<file path="config.mk">
export PLATFORM = sky130hd
export DESIGN_NAME = led_effect_frame_generator_top
export DESIGN_NICKNAME = d
export VERILOG_FILES = /design/src/sv/lfg_pkg.sv /design/src/sv/led_effect_frame_generator_top.sv /design/src/sv/lfg_serial_div.sv /design/src/sv/lfg_serial_mul.sv
export SDC_FILE = /design/constraint.sdc
export NUM_CORES = 1
export LEC_CHECK = 0
export ABC_CLOCK_PERIOD_IN_PS = 6140
export BUFFER_PORTS_ARGS = -buffer_cell sky130_fd_sc_hd__buf_2
export CORE_AREA = 4 4 240 242
export CTS_CLUSTER_DIAMETER = 60
export CTS_CLUSTER_SIZE = 30
export DETAILED_ROUTE_END_ITERATION = 10
export DIE_AREA = 0 0 244 246
export PLACE_DENSITY = 0.59
export REMOVE_ABC_BUFFERS = 1
export SETUP_SLACK_MARGIN = 0.5
export SLEW_MARGIN = 20
export SYNTH_ARGS = -nofsm -noshare
export SYNTH_HDL_FRONTEND = slang
export SYNTH_SLANG_ARGS = --single-unit
</file>
<file path="constraint.sdc">
create_clock -name i_clk -period 6.14 [get_ports i_clk]
set_clock_uncertainty 0.2 [all_clocks]
set_input_delay 0.921 -clock i_clk [delete_from_list [all_inputs] [get_ports i_clk]]
set_output_delay 0.921 -clock i_clk [all_outputs]
set_load 0.02 [all_outputs]
</file>
<file path="src/sv/lfg_pkg.sv">
// ----------------------------------------------------------------------------
// LED effect frame generator package
// Shared request types, mode and state codes, and the fade table function.
// ----------------------------------------------------------------------------
`default_nettype none

package lfg_pkg;

    localparam int LEVEL_W  = 8;
    localparam int PERIOD_W = 16;
    localparam int FADE_W   = 16;
    localparam int CFG_IDX_W = 8;

    localparam logic KIND_TICK = 1'b0;
    localparam logic KIND_SET  = 1'b1;

    localparam logic [CFG_IDX_W-1:0] CFG_RED    = 8'd0;
    localparam logic [CFG_IDX_W-1:0] CFG_GREEN  = 8'd1;
    localparam logic [CFG_IDX_W-1:0] CFG_BLUE   = 8'd2;
    localparam logic [CFG_IDX_W-1:0] CFG_PERIOD = 8'd3;

    localparam logic [PERIOD_W-1:0] PERIOD_RESET = 16'd30;

    localparam longint unsigned PI_Q30  = 64'd3373259426;
    localparam longint unsigned ONE_Q30 = 64'd1073741824;
    localparam longint unsigned ONE_Q15 = 64'd32768;
    localparam longint unsigned HALF_Q15 = 64'd16384;
    localparam int TAYLOR_TERMS = 7;
    localparam longint unsigned TAYLOR_DIV [TAYLOR_TERMS] =
        '{64'd6, 64'd20, 64'd42, 64'd72, 64'd110, 64'd156, 64'd210};

    typedef enum logic [1:0] {
        MODE_OFF   = 2'd0,
        MODE_ON    = 2'd1,
        MODE_BLINK = 2'd2,
        MODE_FADE  = 2'd3
    } t_mode;

    typedef enum logic [2:0] {
        S_IDLE,
        S_PHASE,
        S_TABLE,
        S_MUL,
        S_NEXT,
        S_MOD,
        S_DONE
    } t_state;

    typedef struct packed {
        logic       kind;
        logic [1:0] new_mode;
    } t_in_item;

    typedef struct packed {
        logic [LEVEL_W-1:0]  out_red;
        logic [LEVEL_W-1:0]  out_green;
        logic [LEVEL_W-1:0]  out_blue;
        logic [1:0]          mode_now;
        logic [PERIOD_W-1:0] frame_index;
    } t_out_item;

    // Q1.15 value of one minus sine for an angle x given in Q30 radians.
    function automatic logic [FADE_W-1:0] fade_from_x(longint unsigned x);
        longint unsigned t;
        longint unsigned s;
        t = x;
        s = x;
        for (int k = 1; k <= TAYLOR_TERMS; k++) begin
            t = (((t * x) >> 30) * x) >> 30;
            t = t / TAYLOR_DIV[k-1];
            if (k[0]) begin
                s = (s >= t) ? s - t : 64'd0;
            end else begin
                s = s + t;
            end
        end
        if (s > ONE_Q30) begin
            s = ONE_Q30;
        end
        s = (s + HALF_Q15) >> 15;
        if (s > ONE_Q15) begin
            s = ONE_Q15;
        end
        return FADE_W'(ONE_Q15 - s);
    endfunction

endpackage

`default_nettype wire

</file>
<file path="src/sv/led_effect_frame_generator_top.sv">
// ----------------------------------------------------------------------------
// LED effect frame generator
// Produces one RGB color per frame tick request for the off, on, blink and
// fade effects, with a serial divider for the fade phase and count wrap.
// ----------------------------------------------------------------------------
// A frame tick request yields one result; a set-mode request stores the mode,
// clears the frame count and yields none. A tick in off, on or blink mode
// passes through the next-count and completion states; in fade mode it first
// waits in the phase state on the bit-serial phase divider and then in the
// multiply state on the eight-step channel scalers. When the frame count has
// run past a lowered period, the wrap uses the same divider in the modulo
// state. Configuration writes are to be made only while no tick is in
// flight.
`default_nettype none

module led_effect_frame_generator_top
    import lfg_pkg::*;
#(
    parameter int PHASE_STEPS = 256
) (
    input  wire logic                 i_clk,
    input  wire logic                 i_rst_n,
    input  wire logic                 i_in_valid,
    output logic                      o_in_ready,
    input  wire t_in_item             i_in,
    output logic                      o_out_valid,
    input  wire logic                 i_out_ready,
    output t_out_item                 o_out,
    input  wire logic                 i_cfg_valid,
    output logic                      o_cfg_ready,
    input  wire logic [CFG_IDX_W-1:0] i_cfg_index,
    input  wire logic [PERIOD_W-1:0]  i_cfg_data
);

    localparam int PIW = $clog2(PHASE_STEPS);
    localparam int NW  = PERIOD_W + PIW;

    logic [LEVEL_W-1:0]  r_red;
    logic [LEVEL_W-1:0]  r_green;
    logic [LEVEL_W-1:0]  r_blue;
    logic [PERIOD_W-1:0] r_period;

    t_state              r_state,       n_state;
    t_mode               r_mode,        n_mode;
    logic [PERIOD_W-1:0] r_frame_count, n_frame_count;
    logic                r_out_valid,   n_out_valid;
    logic [PIW-1:0]      r_phase,       n_phase;
    logic [LEVEL_W-1:0]  r_res_red,     n_res_red;
    logic [LEVEL_W-1:0]  r_res_green,   n_res_green;
    logic [LEVEL_W-1:0]  r_res_blue,    n_res_blue;
    t_out_item           r_out,         n_out;

    logic [FADE_W-1:0]   w_fade_tab [PHASE_STEPS];
    logic [PERIOD_W-1:0] w_per;
    logic [PERIOD_W:0]   w_next;
    logic                w_in_acc;
    logic                w_div_start;
    logic [NW-1:0]       w_div_num;
    logic                w_div_done;
    logic [NW-1:0]       w_div_quot;
    logic [PERIOD_W-1:0] w_div_rem;
    logic                w_mul_start;
    logic [2:0]          w_mul_done;
    logic [LEVEL_W-1:0]  w_lvl_red;
    logic [LEVEL_W-1:0]  w_lvl_green;
    logic [LEVEL_W-1:0]  w_lvl_blue;

    for (genvar p = 0; p < PHASE_STEPS; p++) begin : g_fade
        localparam longint unsigned PP = (p > PHASE_STEPS / 2) ? PHASE_STEPS - p : p;
        localparam longint unsigned X  = (PP * PI_Q30) / PHASE_STEPS;
        localparam logic [FADE_W-1:0] ENTRY = fade_from_x(X);
        assign w_fade_tab[p] = ENTRY;
    end

    assign w_per      = (r_period == '0) ? PERIOD_W'(1) : r_period;
    assign w_next     = {1'b0, r_frame_count} + 1'b1;
    assign o_in_ready = (r_state == S_IDLE);
    assign w_in_acc   = i_in_valid && o_in_ready;
    assign o_cfg_ready = 1'b1;
    assign o_out_valid = r_out_valid;
    assign o_out       = r_out;

    always_ff @(posedge i_clk) begin
        if (!i_rst_n) begin
            r_red    <= '0;
            r_green  <= '0;
            r_blue   <= '0;
            r_period <= PERIOD_RESET;
        end else if (i_cfg_valid && o_cfg_ready) begin
            unique case (i_cfg_index)
                CFG_RED:    r_red    <= i_cfg_data[LEVEL_W-1:0];
                CFG_GREEN:  r_green  <= i_cfg_data[LEVEL_W-1:0];
                CFG_BLUE:   r_blue   <= i_cfg_data[LEVEL_W-1:0];
                CFG_PERIOD: r_period <= i_cfg_data;
                default: begin
                end
            endcase
        end
    end

    lfg_serial_div #(
        .NUM_W (NW)
    ) u_div (
        .i_clk   (i_clk),
        .i_rst_n (i_rst_n),
        .i_start (w_div_start),
        .i_num   (w_div_num),
        .i_den   (w_per),
        .o_done  (w_div_done),
        .o_quot  (w_div_quot),
        .o_rem   (w_div_rem)
    );

    lfg_serial_mul u_mul_red (
        .i_clk   (i_clk),
        .i_rst_n (i_rst_n),
        .i_start (w_mul_start),
        .i_level (r_red),
        .i_fade  (w_fade_tab[r_phase]),
        .o_done  (w_mul_done[0]),
        .o_level (w_lvl_red)
    );

    lfg_serial_mul u_mul_green (
        .i_clk   (i_clk),
        .i_rst_n (i_rst_n),
        .i_start (w_mul_start),
        .i_level (r_green),
        .i_fade  (w_fade_tab[r_phase]),
        .o_done  (w_mul_done[1]),
        .o_level (w_lvl_green)
    );

    lfg_serial_mul u_mul_blue (
        .i_clk   (i_clk),
        .i_rst_n (i_rst_n),
        .i_start (w_mul_start),
        .i_level (r_blue),
        .i_fade  (w_fade_tab[r_phase]),
        .o_done  (w_mul_done[2]),
        .o_level (w_lvl_blue)
    );

    always_comb begin
        n_state       = r_state;
        n_mode        = r_mode;
        n_frame_count = r_frame_count;
        n_out_valid   = r_out_valid;
        n_phase       = r_phase;
        n_res_red     = r_res_red;
        n_res_green   = r_res_green;
        n_res_blue    = r_res_blue;
        n_out         = r_out;
        w_div_start   = 1'b0;
        w_div_num     = NW'(r_frame_count) * NW'(PHASE_STEPS);
        w_mul_start   = 1'b0;

        if (r_out_valid && i_out_ready) begin
            n_out_valid = 1'b0;
        end

        unique case (r_state)
            S_IDLE: begin
                if (w_in_acc) begin
                    if (i_in.kind == KIND_SET) begin
                        n_mode        = t_mode'(i_in.new_mode);
                        n_frame_count = '0;
                    end else if (r_mode == MODE_FADE) begin
                        w_div_start = 1'b1;
                        n_state     = S_PHASE;
                    end else begin
                        n_res_red   = '0;
                        n_res_green = '0;
                        n_res_blue  = '0;
                        if (r_mode == MODE_ON ||
                            (r_mode == MODE_BLINK && r_frame_count >= (w_per >> 1))) begin
                            n_res_red   = r_red;
                            n_res_green = r_green;
                            n_res_blue  = r_blue;
                        end
                        n_state = S_NEXT;
                    end
                end
            end
            S_PHASE: begin
                if (w_div_done) begin
                    if (w_div_quot >= NW'(PHASE_STEPS)) begin
                        n_phase = PIW'(PHASE_STEPS - 1);
                    end else begin
                        n_phase = w_div_quot[PIW-1:0];
                    end
                    n_state = S_TABLE;
                end
            end
            S_TABLE: begin
                w_mul_start = 1'b1;
                n_state     = S_MUL;
            end
            S_MUL: begin
                if (&w_mul_done) begin
                    n_res_red   = w_lvl_red;
                    n_res_green = w_lvl_green;
                    n_res_blue  = w_lvl_blue;
                    n_state     = S_NEXT;
                end
            end
            S_NEXT: begin
                if (w_next < {1'b0, w_per}) begin
                    n_frame_count = w_next[PERIOD_W-1:0];
                    n_state       = S_DONE;
                end else if (w_next == {1'b0, w_per}) begin
                    n_frame_count = '0;
                    if (r_mode != MODE_OFF) begin
                        n_mode = MODE_ON;
                    end
                    n_state = S_DONE;
                end else begin
                    w_div_start = 1'b1;
                    w_div_num   = NW'(w_next);
                    n_state     = S_MOD;
                end
            end
            S_MOD: begin
                if (w_div_done) begin
                    n_frame_count = w_div_rem;
                    n_state       = S_DONE;
                end
            end
            S_DONE: begin
                if (!r_out_valid || i_out_ready) begin
                    n_out.out_red     = r_res_red;
                    n_out.out_green   = r_res_green;
                    n_out.out_blue    = r_res_blue;
                    n_out.mode_now    = r_mode;
                    n_out.frame_index = r_frame_count;
                    n_out_valid       = 1'b1;
                    n_state           = S_IDLE;
                end
            end
            default: begin
                n_state = S_IDLE;
            end
        endcase
    end

    always_ff @(posedge i_clk) begin
        if (!i_rst_n) begin
            r_state       <= S_IDLE;
            r_mode        <= MODE_OFF;
            r_frame_count <= '0;
            r_out_valid   <= 1'b0;
        end else begin
            r_state       <= n_state;
            r_mode        <= n_mode;
            r_frame_count <= n_frame_count;
            r_out_valid   <= n_out_valid;
        end
    end

    always_ff @(posedge i_clk) begin
        r_phase     <= n_phase;
        r_res_red   <= n_res_red;
        r_res_green <= n_res_green;
        r_res_blue  <= n_res_blue;
        r_out       <= n_out;
    end

    // A set-mode request always leaves the frame count cleared.
    a_set_clears: assert property (@(posedge i_clk) disable iff (!i_rst_n)
        w_in_acc && i_in.kind == KIND_SET |=> r_frame_count == '0)
        else $error("frame count not cleared by set-mode request");

    // The divider only reports completion while the controller waits on it.
    a_div_owner: assert property (@(posedge i_clk) disable iff (!i_rst_n)
        w_div_done |-> (r_state == S_PHASE || r_state == S_MOD))
        else $error("divider finished outside a divide state");

    // A new result is only ever loaded from the completion state.
    a_out_source: assert property (@(posedge i_clk) disable iff (!i_rst_n)
        $rose(o_out_valid) |-> $past(r_state) == S_DONE)
        else $error("result loaded outside the completion state");

    // Off mode is left only through a set-mode request.
    a_off_sticky: assert property (@(posedge i_clk) disable iff (!i_rst_n)
        r_mode == MODE_OFF && !(w_in_acc && i_in.kind == KIND_SET)
        |=> r_mode == MODE_OFF)
        else $error("off mode left without a set-mode request");

endmodule

`default_nettype wire

</file>
<file path="src/sv/lfg_serial_div.sv">
// ----------------------------------------------------------------------------
// LED effect serial divider
// Restoring divider that produces one quotient bit per cycle, MSB first.
// ----------------------------------------------------------------------------
`default_nettype none

module lfg_serial_div
    import lfg_pkg::*;
#(
    parameter int NUM_W = 24
) (
    input  wire logic                i_clk,
    input  wire logic                i_rst_n,
    input  wire logic                i_start,
    input  wire logic [NUM_W-1:0]    i_num,
    input  wire logic [PERIOD_W-1:0] i_den,
    output logic                     o_done,
    output logic [NUM_W-1:0]         o_quot,
    output logic [PERIOD_W-1:0]      o_rem
);

    localparam int CNT_W = $clog2(NUM_W);

    logic                r_busy;
    logic                r_done;
    logic [CNT_W-1:0]    r_cnt;
    logic [NUM_W-1:0]    r_num;
    logic [NUM_W-1:0]    r_quot;
    logic [PERIOD_W-1:0] r_rem;
    logic [PERIOD_W-1:0] r_den;

    logic [PERIOD_W:0]   w_shift;
    logic                w_ge;
    logic [PERIOD_W:0]   w_diff;

    assign w_shift = {r_rem, r_num[NUM_W-1]};
    assign w_ge    = w_shift >= {1'b0, r_den};
    assign w_diff  = w_shift - {1'b0, r_den};

    always_ff @(posedge i_clk) begin
        if (!i_rst_n) begin
            r_busy <= 1'b0;
            r_done <= 1'b0;
            r_cnt  <= '0;
        end else begin
            r_done <= 1'b0;
            if (i_start) begin
                r_busy <= 1'b1;
                r_cnt  <= CNT_W'(NUM_W - 1);
            end else if (r_busy) begin
                r_cnt <= r_cnt - 1'b1;
                if (r_cnt == '0) begin
                    r_busy <= 1'b0;
                    r_done <= 1'b1;
                end
            end
        end
    end

    always_ff @(posedge i_clk) begin
        if (i_start) begin
            r_num  <= i_num;
            r_den  <= i_den;
            r_rem  <= '0;
            r_quot <= '0;
        end else if (r_busy) begin
            r_num  <= {r_num[NUM_W-2:0], 1'b0};
            r_quot <= {r_quot[NUM_W-2:0], w_ge};
            r_rem  <= w_ge ? w_diff[PERIOD_W-1:0] : w_shift[PERIOD_W-1:0];
        end
    end

    assign o_done = r_done;
    assign o_quot = r_quot;
    assign o_rem  = r_rem;

endmodule

`default_nettype wire

</file>
<file path="src/sv/lfg_serial_mul.sv">
// ----------------------------------------------------------------------------
// LED effect serial channel scaler
// Shift-and-add multiply of one color level by a Q1.15 fade factor, one
// level bit per cycle, followed by rounding and clamping to eight bits.
// ----------------------------------------------------------------------------
`default_nettype none

module lfg_serial_mul
    import lfg_pkg::*;
(
    input  wire logic               i_clk,
    input  wire logic               i_rst_n,
    input  wire logic               i_start,
    input  wire logic [LEVEL_W-1:0] i_level,
    input  wire logic [FADE_W-1:0]  i_fade,
    output logic                    o_done,
    output logic [LEVEL_W-1:0]      o_level
);

    localparam int ACC_W = LEVEL_W + FADE_W;
    localparam int CNT_W = $clog2(LEVEL_W);

    logic               r_busy;
    logic               r_done;
    logic [CNT_W-1:0]   r_cnt;
    logic [LEVEL_W-1:0] r_bits;
    logic [FADE_W-1:0]  r_fade;
    logic [ACC_W-1:0]   r_acc;

    logic [ACC_W:0]     w_round;
    logic [ACC_W-15:0]  w_scaled;

    always_ff @(posedge i_clk) begin
        if (!i_rst_n) begin
            r_busy <= 1'b0;
            r_done <= 1'b0;
            r_cnt  <= '0;
        end else begin
            r_done <= 1'b0;
            if (i_start) begin
                r_busy <= 1'b1;
                r_cnt  <= CNT_W'(LEVEL_W - 1);
            end else if (r_busy) begin
                r_cnt <= r_cnt - 1'b1;
                if (r_cnt == '0) begin
                    r_busy <= 1'b0;
                    r_done <= 1'b1;
                end
            end
        end
    end

    always_ff @(posedge i_clk) begin
        if (i_start) begin
            r_bits <= i_level;
            r_fade <= i_fade;
            r_acc  <= '0;
        end else if (r_busy) begin
            r_bits <= {r_bits[LEVEL_W-2:0], 1'b0};
            r_acc  <= {r_acc[ACC_W-2:0], 1'b0}
                      + (r_bits[LEVEL_W-1] ? ACC_W'(r_fade) : ACC_W'(0));
        end
    end

    assign w_round  = {1'b0, r_acc} + (ACC_W+1)'(HALF_Q15);
    assign w_scaled = w_round[ACC_W:15];
    assign o_level  = (|w_scaled[ACC_W-15:LEVEL_W]) ? '1 : w_scaled[LEVEL_W-1:0];
    assign o_done   = r_done;

endmodule

`default_nettype wire

</file>
==> impl_metrics.toml <==
[critical_path]
critPathMaxFanout = 50
timing.reg2reg.setup_slack_ps = 1160
worstPathRequired_ps = 6350
r2r-start = "r_frame_count[0]"
crit_path_end_kind = "flip-flop"
r2r-end = "u_div.r_num[9]"
critPathKind = "reg2reg"
cp_common_cell = "nor2_1"
critical_path_arrival_ps = 5190
cp_cell_sequence = "ha_1, nand3_1, nor2_1, nand2_1, nor2_1, nand4_1, xor2_1, inv_1, ha_1, nand3_1, or2_2, nor2_1, o31a_1, o31ai_1, a21boi_4, nor2_8, inv_4, o22ai_1, a21oi_1"
critPathLaunchType = "flip-flop"
reg2regPathDepth = 19
critPathMaxStageDelay_ps = 550
cp_slowest_cell = "dfxtp_1"

[pwr]
p_total_mw = 9.81
ir_worst_vdd_mv = 0.250
p_per_area_mw_per_mm2 = 401
p_leak_nw = 9.92

[cts]
cts-resized-gates = 0
cts-buffers-inserted = 28
htreeDepth = 1
cts_buffer_depth = 3
clkTransAtPathRegs_ps = 80
postCtsSetupBuffers = 0
ctsRootBufferMaster = "clkbuf_16"
cts_sinks = 350
postCtsHoldBufs = 0
clkLatencyLatePin_ps = 570
tritoncts = "yes"

[route]
routedWlPerCell_um = 19.9
route.detailed.drc = 0
drt_iter0_drc = 2155
final_antenna_net_count = 0
routed_wl_um = 66600
via_per_inst = 5.81
dr.pass1.iters = 6
num_vias = 19416

[placement]
dp.cells = 3287
place.gp.congestion = 1.03
dp_hpwl_um = 46800
port_buffers = 75

[synthesis]
syn-cell-area_mm2 = 0.0226
yosys_warnings = 0
avgSynthCellArea_um2 = 8.62
synthCells = 2623
synth_ff_type = "dfxtp_1"
synth_cell_type_count = 84
synth_enable_flop_cells = 154
synth-seq-cells = 350
synth-seq-area-share_pct = 37.8
synth-async-reset-ratio_pct = 0

[floorplan]
initial_core_util_pct = 41.0
die_h_um = 246
std_cell_rows = 86
core_mm2 = 0.0551
io_pins = 77
die_x_um = 244
dieArea_mm2 = 0.0600

[sta]
holdWs_ps = 223
hold_violations = 0
tightest_slew_ps = 1100
slew_violations = 0
setup_viol = 0
relSlewSlack_pct = 26.1
fmax_mhz = 201
rsz0062_at_grt = "no"
post-route-period-util_pct = 81.1
period_minus_slack_ps = 4980

[final_layout]
instances_no_fill = 3340
final_nets = 2733
syn2layout_area_growth_pct = 8.28
n_antenna_cell = 0
final_util_pct = 44.4
drive_gt1_share_pct = 8.49

[global_route]
antenna_found_initial = 0
overflow = 0
grt_max_degree = 186
grt_pass1_wl_um = 104000
first_global_vias = 18234
grt.total_usage_pct = 21.3

[worst_hold_path]
hold_start = "r_res_blue[3]"
hold_class = "reg2reg"
whs_path_depth = 0
whs_endpoint = "o_out[21]"

[run]
cap_violations = 0

[outcome]
outcome = "complete, no violations"
==> power breakdown <==
group          internal [mW]  leakage (nW)  switching [mW]
clock network          0.944         0.484            1.00
logic                   1.65          6.41            2.26
registers               3.36          3.03           0.600
==> flip-flops by register name, summed over array words and instances (netlist names), 16 cells and up <==
name and flops:
o_out 42, u_div.o_quot 24, u_div.r_num 24, u_mul_blue.r_acc 24, u_mul_green.r_acc 24, u_mul_red.r_acc 24
r_frame_count 16, r_period 16, u_div.o_rem 16, u_div.r_den 16, u_mul_red.r_fade 16
==> critical path, delay by kind of cell (launching register included) <==
| family | cells | cell delay, ps |
|---|---|---|
| compound gates | 5 | 1090 |
| xor+xnor | 1 | 280 |
| fa+ha+maj | 2 | 610 |
| buf+inv | 2 | 560 |
| flops | 1 | 550 |
| simple gates | 9 | 1530 |
==> layout make-up <==
cell class | instances | area, um2
clock buffer | 30 | 729
clock inverter | 22 | 265
inverter | 100 | 378
tap | 748 | 936
multi-input combinational | 1974 | 12900
timing repair buffer | 116 | 736
fill | 5426 | 30600
sequential | 350 | 8550
==> kinds of logic after synthesis <==
group / synth area share, %
simple gates: 18.2
other cells: 0.0166
mux: 5.88
buf+inv: 5.36
xor+xnor: 4.11
fa+ha+maj: 7.39
flops: 37.8
compound gates: 21.2
==> per-stage QoR <==
step	setup WS (ps)	cell area (um2)	setup TNS, ps
2_1_floorplan	-350	21800	-1410
3_3_place_gp	1290	23400	0
3_5_place_dp	1220	23400	0
4_1_cts	1190	24400	0
5_1_grt	754	24500	0
6_report	1160	24500	0
==> cells in the final DEF, fill, tap and decap left out, types with 69 or more instances in the layout <==
cell	instances
nand2_1	271
a21oi_1	221
nor2_1	216
dfxtp_1	195
o21ai_0	171
edfxtp_1	154
ha_1	127
mux2i_1	108
inv_1	96
buf_2	75
nand3_1	69
==> worst max path at each step <==
stage | from | end | slack, ps | cells past startpoint
global route | r_frame_count[0] | u_div.r_num[9] | 750 | 19
finish | r_frame_count[0] | u_div.r_num[9] | 1160 | 19
floorplan | r_phase[3] | u_mul_red.r_fade[6] | -350 | 6
CTS | r_frame_count[0] | u_div.r_num[9] | 1190 | 19
detailed placement | r_frame_count[0] | u_div.r_num[9] | 1220 | 19
global placement | r_frame_count[0] | u_div.r_num[9] | 1290 | 19
==> synth_stat cells, drive strengths merged (61+ instances only) <==
cell type	count	area, um2
edfxtp	154	4620
nand2	272	1020
nor2b	61	382
a21oi	222	1110
o21ai	178	891
dfxtp	196	3920
inv	100	378
ha	127	1590
nor2	217	831
nand3	69	345
clkbuf	143	537
mux2i	108	1080
==> routing by layer <==
metal / track usage [%] / wire [um]
met2: 33.5 / 29300
met3: 2.82 / 4570
met5: 0 / 0
met4: 8.62 / 2780
met1: 29.8 / 30000
No activity file was read; power rests on OpenSTA's default activity.
